## src/rtl/pfg3d_pkg.sv

```systemverilog
// Shared constants and types for the 3D field gather core.
// No dependencies; imported by pfg3d_div, pic_field_gather_3d_core and the testbench.
package pfg3d_pkg;

   localparam int MaxNodes  = 16;
   localparam int NodeBits  = 4;
   localparam int FracBits  = 16;
   localparam logic [16:0] OneQ = 17'h10000;

   typedef enum logic [2:0] {
      REG_NODES_X = 3'd0,
      REG_NODES_Y = 3'd1,
      REG_NODES_Z = 3'd2,
      REG_CELL_X  = 3'd3,
      REG_CELL_Y  = 3'd4,
      REG_CELL_Z  = 3'd5
   } reg_index_type;

   typedef struct packed {
      logic        start;
      logic [31:0] rem;
      logic [31:0] dsr;
      logic [31:0] divisor;
      logic [5:0]  steps;
   } div_req_type;

endpackage

```

## src/rtl/pfg3d_div.sv

```systemverilog
// Restoring divider, one quotient bit per cycle, preloadable remainder.
// Depends on pfg3d_pkg (div_req_type).
module pfg3d_div import pfg3d_pkg::*; (
   input  logic        clock,
   input  logic        reset,
   input  div_req_type req,
   output logic        done,
   output logic [31:0] quot
);

   logic [31:0] rem_ff, rem_in;
   logic [31:0] dsr_ff, dsr_in;
   logic [31:0] div_ff, div_in;
   logic [31:0] quot_ff, quot_in;
   logic [5:0]  cnt_ff, cnt_in;
   logic        run_ff, run_in;
   logic        done_ff, done_in;
   logic [32:0] trial;
   logic        ge;

   assign trial = {rem_ff, dsr_ff[31]};
   assign ge    = trial >= {1'b0, div_ff};

   always_comb begin
      rem_in  = rem_ff;
      dsr_in  = dsr_ff;
      div_in  = div_ff;
      quot_in = quot_ff;
      cnt_in  = cnt_ff;
      run_in  = run_ff;
      done_in = 1'b0;
      if (req.start) begin
         rem_in  = req.rem;
         dsr_in  = req.dsr;
         div_in  = req.divisor;
         quot_in = '0;
         cnt_in  = req.steps;
         run_in  = 1'b1;
      end else if (run_ff) begin
         rem_in  = ge ? 32'(trial - {1'b0, div_ff}) : trial[31:0];
         dsr_in  = {dsr_ff[30:0], 1'b0};
         quot_in = {quot_ff[30:0], ge};
         cnt_in  = cnt_ff - 6'd1;
         if (cnt_ff == 6'd1) begin
            run_in  = 1'b0;
            done_in = 1'b1;
         end
      end
   end

   always_ff @(posedge clock) begin
      if (reset) begin
         run_ff  <= 1'b0;
         done_ff <= 1'b0;
      end else begin
         run_ff  <= run_in;
         done_ff <= done_in;
      end
      rem_ff  <= rem_in;
      dsr_ff  <= dsr_in;
      div_ff  <= div_in;
      quot_ff <= quot_in;
      cnt_ff  <= cnt_in;
   end

   assign done = done_ff;
   assign quot = quot_ff;

endmodule

```

## config.mk

```make
export PLATFORM = sky130hd
export DESIGN_NAME = pfg3d_div
export DESIGN_NICKNAME = d
export VERILOG_FILES = /design/src/rtl/pfg3d_pkg.sv /design/src/rtl/pfg3d_div.sv
export SDC_FILE = /design/constraint.sdc
export NUM_CORES = 1
export LEC_CHECK = 0
export ABC_CLOCK_PERIOD_IN_PS = 3680
export BUFFER_PORTS_ARGS = -buffer_cell sky130_fd_sc_hd__buf_2
export CORE_MARGIN = 4
export CORE_UTILIZATION = 35
export CTS_BUF_LIST = sky130_fd_sc_hd__clkbuf_8
export CTS_CLUSTER_DIAMETER = 80
export DETAILED_ROUTE_END_ITERATION = 10
export GPL_TIMING_DRIVEN = 0
export PLACE_DENSITY = 0.66
export SLEW_MARGIN = 20
export SYNTH_ARGS = -nofsm -noshare
export SYNTH_HDL_FRONTEND = slang
export SYNTH_SLANG_ARGS = --single-unit
```

## constraint.sdc

```tcl
create_clock -name clock -period 3.68 [get_ports clock]
set_input_delay 0 -clock clock [delete_from_list [all_inputs] [get_ports clock]]
set_output_delay 0 -clock clock [all_outputs]
set_load 0.02 [all_outputs]
```

==> impl_metrics.yaml, run 1 <==
status:
  status: "complete, no violations"
detailed_routing:
  vias_per_cell: 5.002
  wl_per_cell_um: 16.34
  post-route-drc-count: 0
  drtPass1Iterations: 5
  wl_um: 20380
  ant_nets: 0
  vias: 6237
  drt_iter0_drc: 410
timing:
  finalSetupViolCount: 0
  max_clock_freq_ghz: 0.2980
  period_needed_ps: 3356
  rsz0062_at_grt: "false"
  min_period_over_period_pct: 91.20
  slew_viol_final: 0
  hold_violations: 0
  fin_worst_skew_ps: 17.07
  slew_headroom_pct: 44.12
  tightest_slew_ps: 838.2
synth:
  synthArstFlopShare_pct: 0
  synth_nets: 839
  synthesis.instances: 699
  synth_top_area_share_pct: 41.20
  ys_types: 62
  yosysWarnings: 0
  synth_area_leaders: "edfxtp_1 41%, dfxtp_1 9.2%, ha_1 5.7%"
  synth_seq_cells: 136
  yosysSeqAreaShare_pct: 50.35
  synth_edf_count: 102
  synthFlopType: "edfxtp_1"
  postSynthAreaPerCell_um2: 10.64
  synth_area_leader_cell: "edfxtp_1"
  synth_area_mm2: 0.007435
placed_design:
  port_buffers: 137
  place_hpwl_um: 13900
  gp_congestion: 0.9779
  dp.cells: 1112
cts:
  cts_buffers: 17
  clockBufferDepth: 2
  post-cts-setup-buffers: 0
  cts_root_buf: "clkbuf_8"
  clk_transition_reported_paths_ps: 90
  clock_tree.htree_level_count: 4
  clk_latency_ps: 460
  cts.sinks: 136
  cts_tree: "done"
  cts-resized-gates: 0
pwr:
  p_per_area_mw_per_mm2: 516.1
  p_total_uw: 5114
  peakVddDrop_mv: 0.2512
  leakage_uw: 0.004236
global_route:
  grt_pass1_wl_um: 33050
  antenna_found_initial: 0
  grt-ovfl-total: 0
  grt_pass1_vias: 6317
  grt_max_degree: 54
  grtUsageTotal_pct: 17.44
critical_path:
  start_kind: "register"
  rrSetupSlack_ps: 320
  worstSetupPathType: "reg -> reg"
  critPathCaptureType: "register"
  worstPathArrival_ps: 3590
  crit_fanout: 9
  required_ps: 3910
layout:
  area_delta_synth_final_pct: 33.27
  fin_nets: 1099
  multi_input_area_mm2: 0.003301
  final_cells: 1247
  nFillCells: 2022
  final_common_cell: "buf_2"
  diodes: 0
  seq_area_mm2: 0.003744
  drive_gt1_share_pct: 23.15
  final_cell_mix: "142 x buf_2, 103 x dlygate4sd3_1, 102 x edfxtp_1"
floorplan:
  io_pins: 138
  core_area_mm2: 0.02096
  dieHeight_um: 153.7
  floorplan.die.width_um: 153.7
  rows: 53
  die_area_mm2: 0.02364
  start_util_pct: 35.48
job:
  maxCapViolations: 0
min_path:
  hp-class: "in -> reg"
## critical path: stages (launching register included)
cell,delay [ps]
edfxtp_1,420
ha_1,300
clkbuf_1,330
nand4_1,130
nor2_1,240
nand2_1,110
a211o_1,290
a31oi_2,230
a41oi_2,160
or2_2,300
clkbuf_1,210
o21ai_0,400
## cells by family (layout without fill, tap and decap cells)
group,count (synthesis),in the layout,share of synthesized area [%]
AOI/OAI and AO/OA,165,165,14.25
muxes,66,66,9.425
DFF,136,136,50.35
and+or+nand+nor,175,175,11.16
buffers and inverters,92,365,5.284
xor gates and xnor gates,30,30,3.534
adders and majority gates,35,35,5.991
## registers in the layout (all words and copies together), names as in the netlist
signal / flops
div_ff: 32
dsr_ff: 32
quot: 32
rem_ff: 32
cnt_ff: 6
done: 1
run_ff: 1
## cells in the mapped netlist, types with 11 or more instances
cell type  count
edfxtp_1     102
nor2_1        75
inv_1         54
a21oi_1       53
nand2_1       41
dfxtp_1       34
ha_1          34
mux2i_1       34
mux2_2        32
o21ai_0       32
clkbuf_1      20
xor2_1        17
a211oi_1      14
xnor2_1       13
nor3_1        12
a21o_1        11
## power by group
group          internal (µW)  leakage, µW  switching, µW  total, µW
registers               1880      0.00130           86.8       1970
logic                    823      0.00273           1080       1900
clock network            604     0.000208            637       1240
## cell type report
cell class                 instances  share of cell area (%)
inverter                          54                   2.046
clock buffer                      17                   2.361
multi-input combinational        471                   33.31
buffer                            38                   1.919
clock inverter                    15                   1.503
sequential                       136                   37.78
tap                              275                   3.473
timing repair buffer             241                   17.60
## metal layers
layer  share of wire (%)  routed length, µm  GRT usage (%)  up-vias
met4                 1.9                391          5.761        0
met3                 5.4               1108          4.165       28
li1                    -                  -              -     3050
met1                  46               9302          22.95     2968
met2                  47               9573          28.41      191
met5                   0                  0              0        -
## worst paths after layout
check,start,to,depth (start not counted)
min reg2reg,quot[31],quot[31],2
max,rem_ff[16],rem_ff[20],11
min,req[102],div_ff[4],1
max reg2reg,rem_ff[16],rem_ff[20],11
## per-stage QoR
stage	hold WS, ps	utilization [%]	TNS [ps]	instance area, µm²	setup slack [ps]
finish	205.1	47.28	0	9908	323.8
detailed placement	178.1	40.54	0	8494	432.0
floorplan	72.38	-	0	7435	917.4
global route	236.4	47.28	0	9908	186.1
global placement	176.1	40.39	-19640	8464	-286.4
CTS	205.7	47.28	0	9908	441.7
## what timing repair did
item | CTS | global route
setup endpoints to repair | 0 | 0
hold buffers | 103 | 0
hold endpoints to repair | 104 | 0
Note: power is estimated with default switching activity, not from simulation.
==> inputs of run 2 (changes only) <==
--- a/config.mk
+++ b/config.mk
@@ -5,7 +5,8 @@
 export SDC_FILE = /design/constraint.sdc
 export NUM_CORES = 1
 export LEC_CHECK = 0
-export ABC_CLOCK_PERIOD_IN_PS = 3680
+export ABC_AREA = 1
+export ABC_CLOCK_PERIOD_IN_PS = 3900
 export BUFFER_PORTS_ARGS = -buffer_cell sky130_fd_sc_hd__buf_2
 export CORE_MARGIN = 4
 export CORE_UTILIZATION = 35
@@ -13,7 +14,7 @@
 export CTS_CLUSTER_DIAMETER = 80
 export DETAILED_ROUTE_END_ITERATION = 10
 export GPL_TIMING_DRIVEN = 0
-export PLACE_DENSITY = 0.66
+export PLACE_DENSITY = 0.65
 export SLEW_MARGIN = 20
 export SYNTH_ARGS = -nofsm -noshare
 export SYNTH_HDL_FRONTEND = slang
==> constraint.sdc (replaced) <==
create_clock -name clock -period 3.9 [get_ports clock]
set_input_delay 0 -clock clock [delete_from_list [all_inputs] [get_ports clock]]
set_output_delay 0 -clock clock [all_outputs]
set_load 0.02 [all_outputs]
==> run 2 against run 1 <==
Against the previous run: core utilization barely moved; total power fell by 3.8%; clock power rose by 6%; register-to-register slack improved by 990 ps; design area rose by 9.3%; highest routed layer unchanged; synthesized cell count rose by 57%.
==> impl_metrics.yaml, run 2 <==
critical_path:
  worstSetupPathType: "reg -> reg"
  worstPathArrival_ps: 2800
  crit_top_cell: "nand2_1"
  required_ps: 4110
  reg2reg_to: "rem_ff[28]"
  critPathCaptureType: "register"
  path_cells: "inv_1 -> ha_1 -> inv_1 -> fa_1 -> nand3_1 -> nand3_1 -> nand2_1 -> nand2_1 -> nand2_1 -> nand2_1 -> nand2_1 -> nand2_1 -> nand2_1 -> nand3_2 -> nand2_1 -> nand2_1"
  r2r-start: "dsr_ff[31]"
  cp-startpoint: "dsr_ff[31]"
  crit_fanout: 4
  crit_end: "rem_ff[28]"
  max_stage_delay_ps: 430
  crit_slowest_cell: "fa_1"
  start_kind: "register"
  rrSetupSlack_ps: 1320
  worstRegToRegCells: 16
timing:
  setup-tns-final_ps: 0
  hold_violations: 0
  min_period_over_period_pct: 66.23
  period_needed_ps: 2583
  finalSetupViolCount: 0
  max_clock_freq_ghz: 0.3872
  tightest_slew_ps: 900.1
  slew_headroom_pct: 39.99
  rsz0062_at_grt: "false"
  slew_viol_final: 0
  fin_worst_skew_ps: 12.73
synth:
  synth_compound_area_share_pct: 4.422
  yosys.area_share.simple_pct: 31.90
  synthFlopType: "edfxtp_1"
  yosysWarnings: 0
  synth_fa_ha_area_share_pct: 5.391
  synth_nets: 1239
  synth_seq_cells: 136
  synthesis.instances: 1099
  postSynthAreaPerCell_um2: 7.519
  synth_commonest_cells: "438 x nand2_1, 197 x inv_1, 102 x edfxtp_1"
  synthArstFlopShare_pct: 0
  synth_area_mm2: 0.008263
  synth_top_family_by_area: "simple AND/OR/NAND/NOR gates"
  synth_edf_count: 102
  synth_area_leader_cell: "edfxtp_1"
  synth_top_area_share_pct: 37.07
  synth_area_leaders: "edfxtp_1 37%, nand2_1 20%, inv_1 8.9%"
  ys_types: 37
  synth_most_common_cell: "nand2_1"
  yosysSeqAreaShare_pct: 45.31
  synthMuxAreaShare_pct: 0
  synth_xor_xnor_area_share_pct: 1.696
layout:
  nFillCells: 2321
  drive_gt1_share_pct: 15.16
  stdcell_area_mm2: 0.01083
  fin_nets: 1499
  diodes: 0
  final_cell_mix: "438 x nand2_1, 198 x inv_1, 141 x buf_2"
  final_common_cell: "nand2_1"
  final_cells: 1685
  area_delta_synth_final_pct: 31.03
status:
  status: "complete, no violations"
pwr:
  p_per_area_mw_per_mm2: 454.4
  p_total_uw: 4919
  peakVddDrop_mv: 0.2435
  leakage_uw: 0.005470
global_route:
  grtUsageTotal_pct: 18.21
  grt_pass1_vias: 7849
  antenna_found_initial: 0
  grt_pass1_wl_um: 38550
  grt_max_degree: 45
  grt-ovfl-total: 0
cts:
  post-cts-setup-buffers: 0
  cts_root_buf: "clkbuf_8"
  clockBufferDepth: 2
  clk_transition_reported_paths_ps: 90
  cts_buffers: 17
  clock_tree.htree_level_count: 4
  hold_buffers: 103
  cts_tree: "done"
  cts.sinks: 136
  clk_latency_ps: 460
  cts-resized-gates: 0
placed_design:
  dp.cells: 1550
  port_buffers: 137
  gp_congestion: 0.9098
  place_hpwl_um: 17410
  placed_cell_area_mm2: 0.009371
min_path:
  hp-class: "in -> reg"
detailed_routing:
  wl_per_cell_um: 13.87
  vias: 7621
  ant_nets: 0
  vias_per_cell: 4.523
  drt_iter0_drc: 389
  drtPass1Iterations: 5
  wl_um: 23370
  post-route-drc-count: 0
floorplan:
  core_area_mm2: 0.02292
  start_util_pct: 36.06
  dieHeight_um: 161.7
  die_area_mm2: 0.02613
  floorplan.die.width_um: 161.7
  rows: 55
  io_pins: 138
job:
  maxCapViolations: 0
==> run 2: cell types whose count changed in the layout (fill, tap and decap cells not counted), sizes merged, moves of 29 or more <==
cell and delta:
nand2 +405, mux2i -34, o21ai -34, o22ai +29, nand3 +70, mux2 -32
inv +148, a21oi -34
==> run 2: worst min path at each step <==
| stage | to | slack (ps) | startpoint | depth (start not counted) |
|---|---|---|---|---|
| 3_5_place_dp | div_ff[5] | 180 | req[11] | 1 |
| 5_1_grt | div_ff[7] | 230 | req[13] | 2 |
| 6_report | div_ff[16] | 230 | req[102] | 1 |
| 2_1_floorplan | run_ff | 70 | reset | 1 |
| 4_1_cts | div_ff[14] | 230 | req[20] | 2 |
| 3_3_place_gp | run_ff | 170 | reset | 2 |
==> run 2: power by group <==
group | switching (µW) | internal, µW | leakage (µW)
Combinational | 1090 | 702 | 0.00395
Sequential | 69.3 | 1750 | 0.00130
Clock | 654 | 652 | 0.000220
Total | 1820 | 3100 | 0.00547
==> run 2: kinds of logic after synthesis <==
| kind of cell | after synthesis |
|---|---|
| compound gates | 62 |
| xor+xnor | 16 |
| fa+ha+maj | 35 |
| buf+inv | 232 |
| flops | 136 |
| simple gates | 618 |
==> run 2: per-stage QoR <==
step,setup slack [ps],util (%),hold WS (ps)
global placement,-854.4,40.76,171.0
finish,1317,47.25,235.0
detailed placement,1339,40.90,178.3
floorplan,818.6,-,69.07
CTS,1320,47.25,229.7
global route,1221,47.25,232.6
==> run 2: worst max-delay path, delay by kind of cell, from the launching register on <==
family                     cells  cell delay (ps)
and+or+nand+nor               12             1230
adders and majority gates      2              570
DFF                            1              370
buffers and inverters          2              170
==> run 2: layout make-up <==
| type | count | area, µm² | area share, % |
|---|---|---|---|
| Sequential cell | 136 | 3744 | 34.58 |
| Multi-Input combinational cell | 731 | 3587 | 33.13 |
| Timing Repair Buffer | 241 | 1744 | 16.11 |
| Inverter | 202 | 758.2 | 7.003 |
| Tap cell | 313 | 391.6 | 3.617 |
| Clock buffer | 17 | 234.0 | 2.161 |
| Clock inverter | 15 | 190.2 | 1.757 |
| Buffer | 30 | 177.7 | 1.641 |
==> run 2: routing by layer <==
layer / GRT usage [%] / up-vias / wire (µm) / share of wire [%]
met3: 4.390 / 22 / 1281 / 5.5
li1: - / 3976 / - / -
met1: 23.77 / 3442 / 11050 / 47
met2: 30.88 / 181 / 10760 / 46
met4: 4.037 / 0 / 280 / 1.2
met5: 0 / - / 0 / 0
==> inputs of run 3 (changes only) <==
--- a/config.mk
+++ b/config.mk
@@ -6,7 +6,7 @@
 export NUM_CORES = 1
 export LEC_CHECK = 0
 export ABC_AREA = 1
-export ABC_CLOCK_PERIOD_IN_PS = 3900
+export ABC_CLOCK_PERIOD_IN_PS = 2450
 export BUFFER_PORTS_ARGS = -buffer_cell sky130_fd_sc_hd__buf_2
 export CORE_MARGIN = 4
 export CORE_UTILIZATION = 35
==> constraint.sdc (replaced) <==
create_clock -name clock -period 2.45 [get_ports clock]
set_input_delay 0 -clock clock [delete_from_list [all_inputs] [get_ports clock]]
set_output_delay 0 -clock clock [all_outputs]
set_load 0.02 [all_outputs]
==> run 3 against run 2 <==
Against the previous run: combinational power rose by 85%; first-iteration DRC count grew 10%; maximum frequency rose by 10%; sequential power rose by 63%; total power is 67% higher; worst hold slack got worse by 10 ps; clock skew increased by 16 ps; largest cell class is now multi-input combinational cells; largest power group is now combinational cells.
==> impl_metrics.yaml, run 3 (same netlist as run 2, synthesis figures left out) <==
cts:
  cts_tree: "done"
  clk_transition_reported_paths_ps: 110
  clockBufferDepth: 2
  cts_root_buf: "clkbuf_8"
  cts.sinks: 136
  cts_buffers: 17
  clock_tree.htree_level_count: 4
  clk_latency_ps: 470
timing:
  fin_ws_ps: 108.5
  slew_viol_final: 0
  hold_violations: 0
  slew_headroom_pct: 39.19
  min_period_over_period_pct: 95.57
  finalSetupViolCount: 0
  hold_slack_ps: 224.9
  max_clock_freq_ghz: 0.4271
  fin_worst_skew_ps: 28.39
  tightest_slew_ps: 912.2
  period_needed_ps: 2342
layout:
  seq_area_mm2: 0.003744
  final_cell_mix: "414 x nand2_1, 194 x inv_1, 141 x buf_2"
  nFillCells: 2287
  final_cells: 1691
  drive_gt1_share_pct: 20.55
  area_delta_synth_final_pct: 37.80
  fin_nets: 1504
  multi_input_area_mm2: 0.004108
  final_common_cell: "nand2_1"
detailed_routing:
  wl_um: 24290
  post-route-drc-count: 0
  vias: 7597
  wl_per_cell_um: 14.36
  drtPass1Iterations: 4
  ant_nets: 0
  drt_iter0_drc: 429
  vias_per_cell: 4.493
critical_path:
  crit_top_cell: "nand2_1"
  critPathCaptureType: "register"
  required_ps: 2670
  worstRegToRegCells: 16
  crit_fanout: 4
  path_buf_inv: 2
  worstSetupPathType: "reg -> reg"
  start_kind: "register"
  crit_family: "simple AND/OR/NAND/NOR gates"
  worstPathArrival_ps: 2560
  path_cells: "inv_1 -> ha_1 -> inv_1 -> fa_2 -> nand3_1 -> nand3_2 -> nand2_2 -> nand2_2 -> nand2_1 -> nand2_1 -> nand2_2 -> nand2_1 -> nand2_1 -> nand3_2 -> nand2_1 -> nand2_1"
  path_depth: 16
  crit_slowest_cell: "fa_2"
  max_stage_delay_ps: 390
global_route:
  grt_max_degree: 43
  grt-ovfl-total: 0
  grtUsageTotal_pct: 18.34
  grt_pass1_vias: 7791
  antenna_found_initial: 0
  grt_pass1_wl_um: 38680
pwr:
  leakage_uw: 0.005517
  p_switching_uw: 3134
  p_int_uw: 5090
  power_frac_seq_pct: 36.0
  combPwrFrac_pct: 40.4
  p_total_uw: 8224
  swShare_pct: 38.11
  peakVddDrop_mv: 0.4139
  p_per_area_mw_per_mm2: 722.3
  power.share.clock_pct: 23.7
placed_design:
  port_buffers: 137
  dp.cells: 1550
  place_hpwl_um: 17420
  dp_slack_ps: -109.6
  gp_congestion: 0.9215
floorplan:
  die_area_mm2: 0.02613
  io_pins: 138
  core_area_mm2: 0.02292
  start_util_pct: 36.06
  dieHeight_um: 161.7
  rows: 55
  floorplan.die.width_um: 161.7
status:
  status: "complete, no violations"
job:
  maxCapViolations: 0
min_path:
  holdPathStages: 1
  hp-class: "in -> reg"
run 3: changes by cell type in the layout (fill, tap and decap cells not counted), sizes merged:
cell	before	now
diode	0	1
clkbuf	30	32
buf	155	159
inv	210	211
bufinv	3	1
run 3: final cells by class:
class                      count  share of cell area (%)
clock inverter                14                   1.286
timing repair buffer         246                   15.80
sequential                   136                   32.88
antenna                        1                 0.02198
buffer                        30                   1.659
inverter                     202                   6.659
multi-input combinational    731                   36.08
tap                          313                   3.440
clock buffer                  18                   2.176
run 3: metal layers:
layer | routed length [µm] | GRT usage (%)
met1 | 11290 | 24.18
met3 | 1216 | 4.390
met5 | 0 | 0
met2 | 11600 | 31.20
met4 | 176 | 3.345
run 3: repair_timing:
action / CTS / global route
endpoints found under the setup margin: 29 / 31
hold buffers: 103 / 0
pin swaps: 0 / 7
hold endpoints to repair: 104 / 0
cloned: 0 / 2
setup buffers: 0 / 3
resized for setup: 3 / 96
run 3: power groups by stage:
stage	registers (µW)	clock network (µW)	logic [µW]
final	2960	1950	3320
after global routing	2990	2100	3750
after CTS	2900	2000	2870
after detailed placement	2940	0	2720
after global placement	2940	0	2690
after floorplan	2920	0	2030
run 3: worst paths after layout:
path	startpoint	endpoint	slack, ps
worst min register to register	quot[31]	quot[31]	470
worst max register to register	dsr_ff[31]	rem_ff[28]	110
worst min-delay path	req[102]	div_ff[13]	220
worst max-delay path	dsr_ff[31]	rem_ff[28]	110
run 3: stage by stage:
step / instance area (µm²) / utilization, % / setup TNS [ps]
global route: 11380 / 49.68 / -104.7
CTS: 10810 / 47.16 / 0
floorplan: 8264 / - / 0
finish: 11390 / 49.69 / 0
global placement: 9341 / 40.76 / -43510
detailed placement: 9371 / 40.90 / -444.0
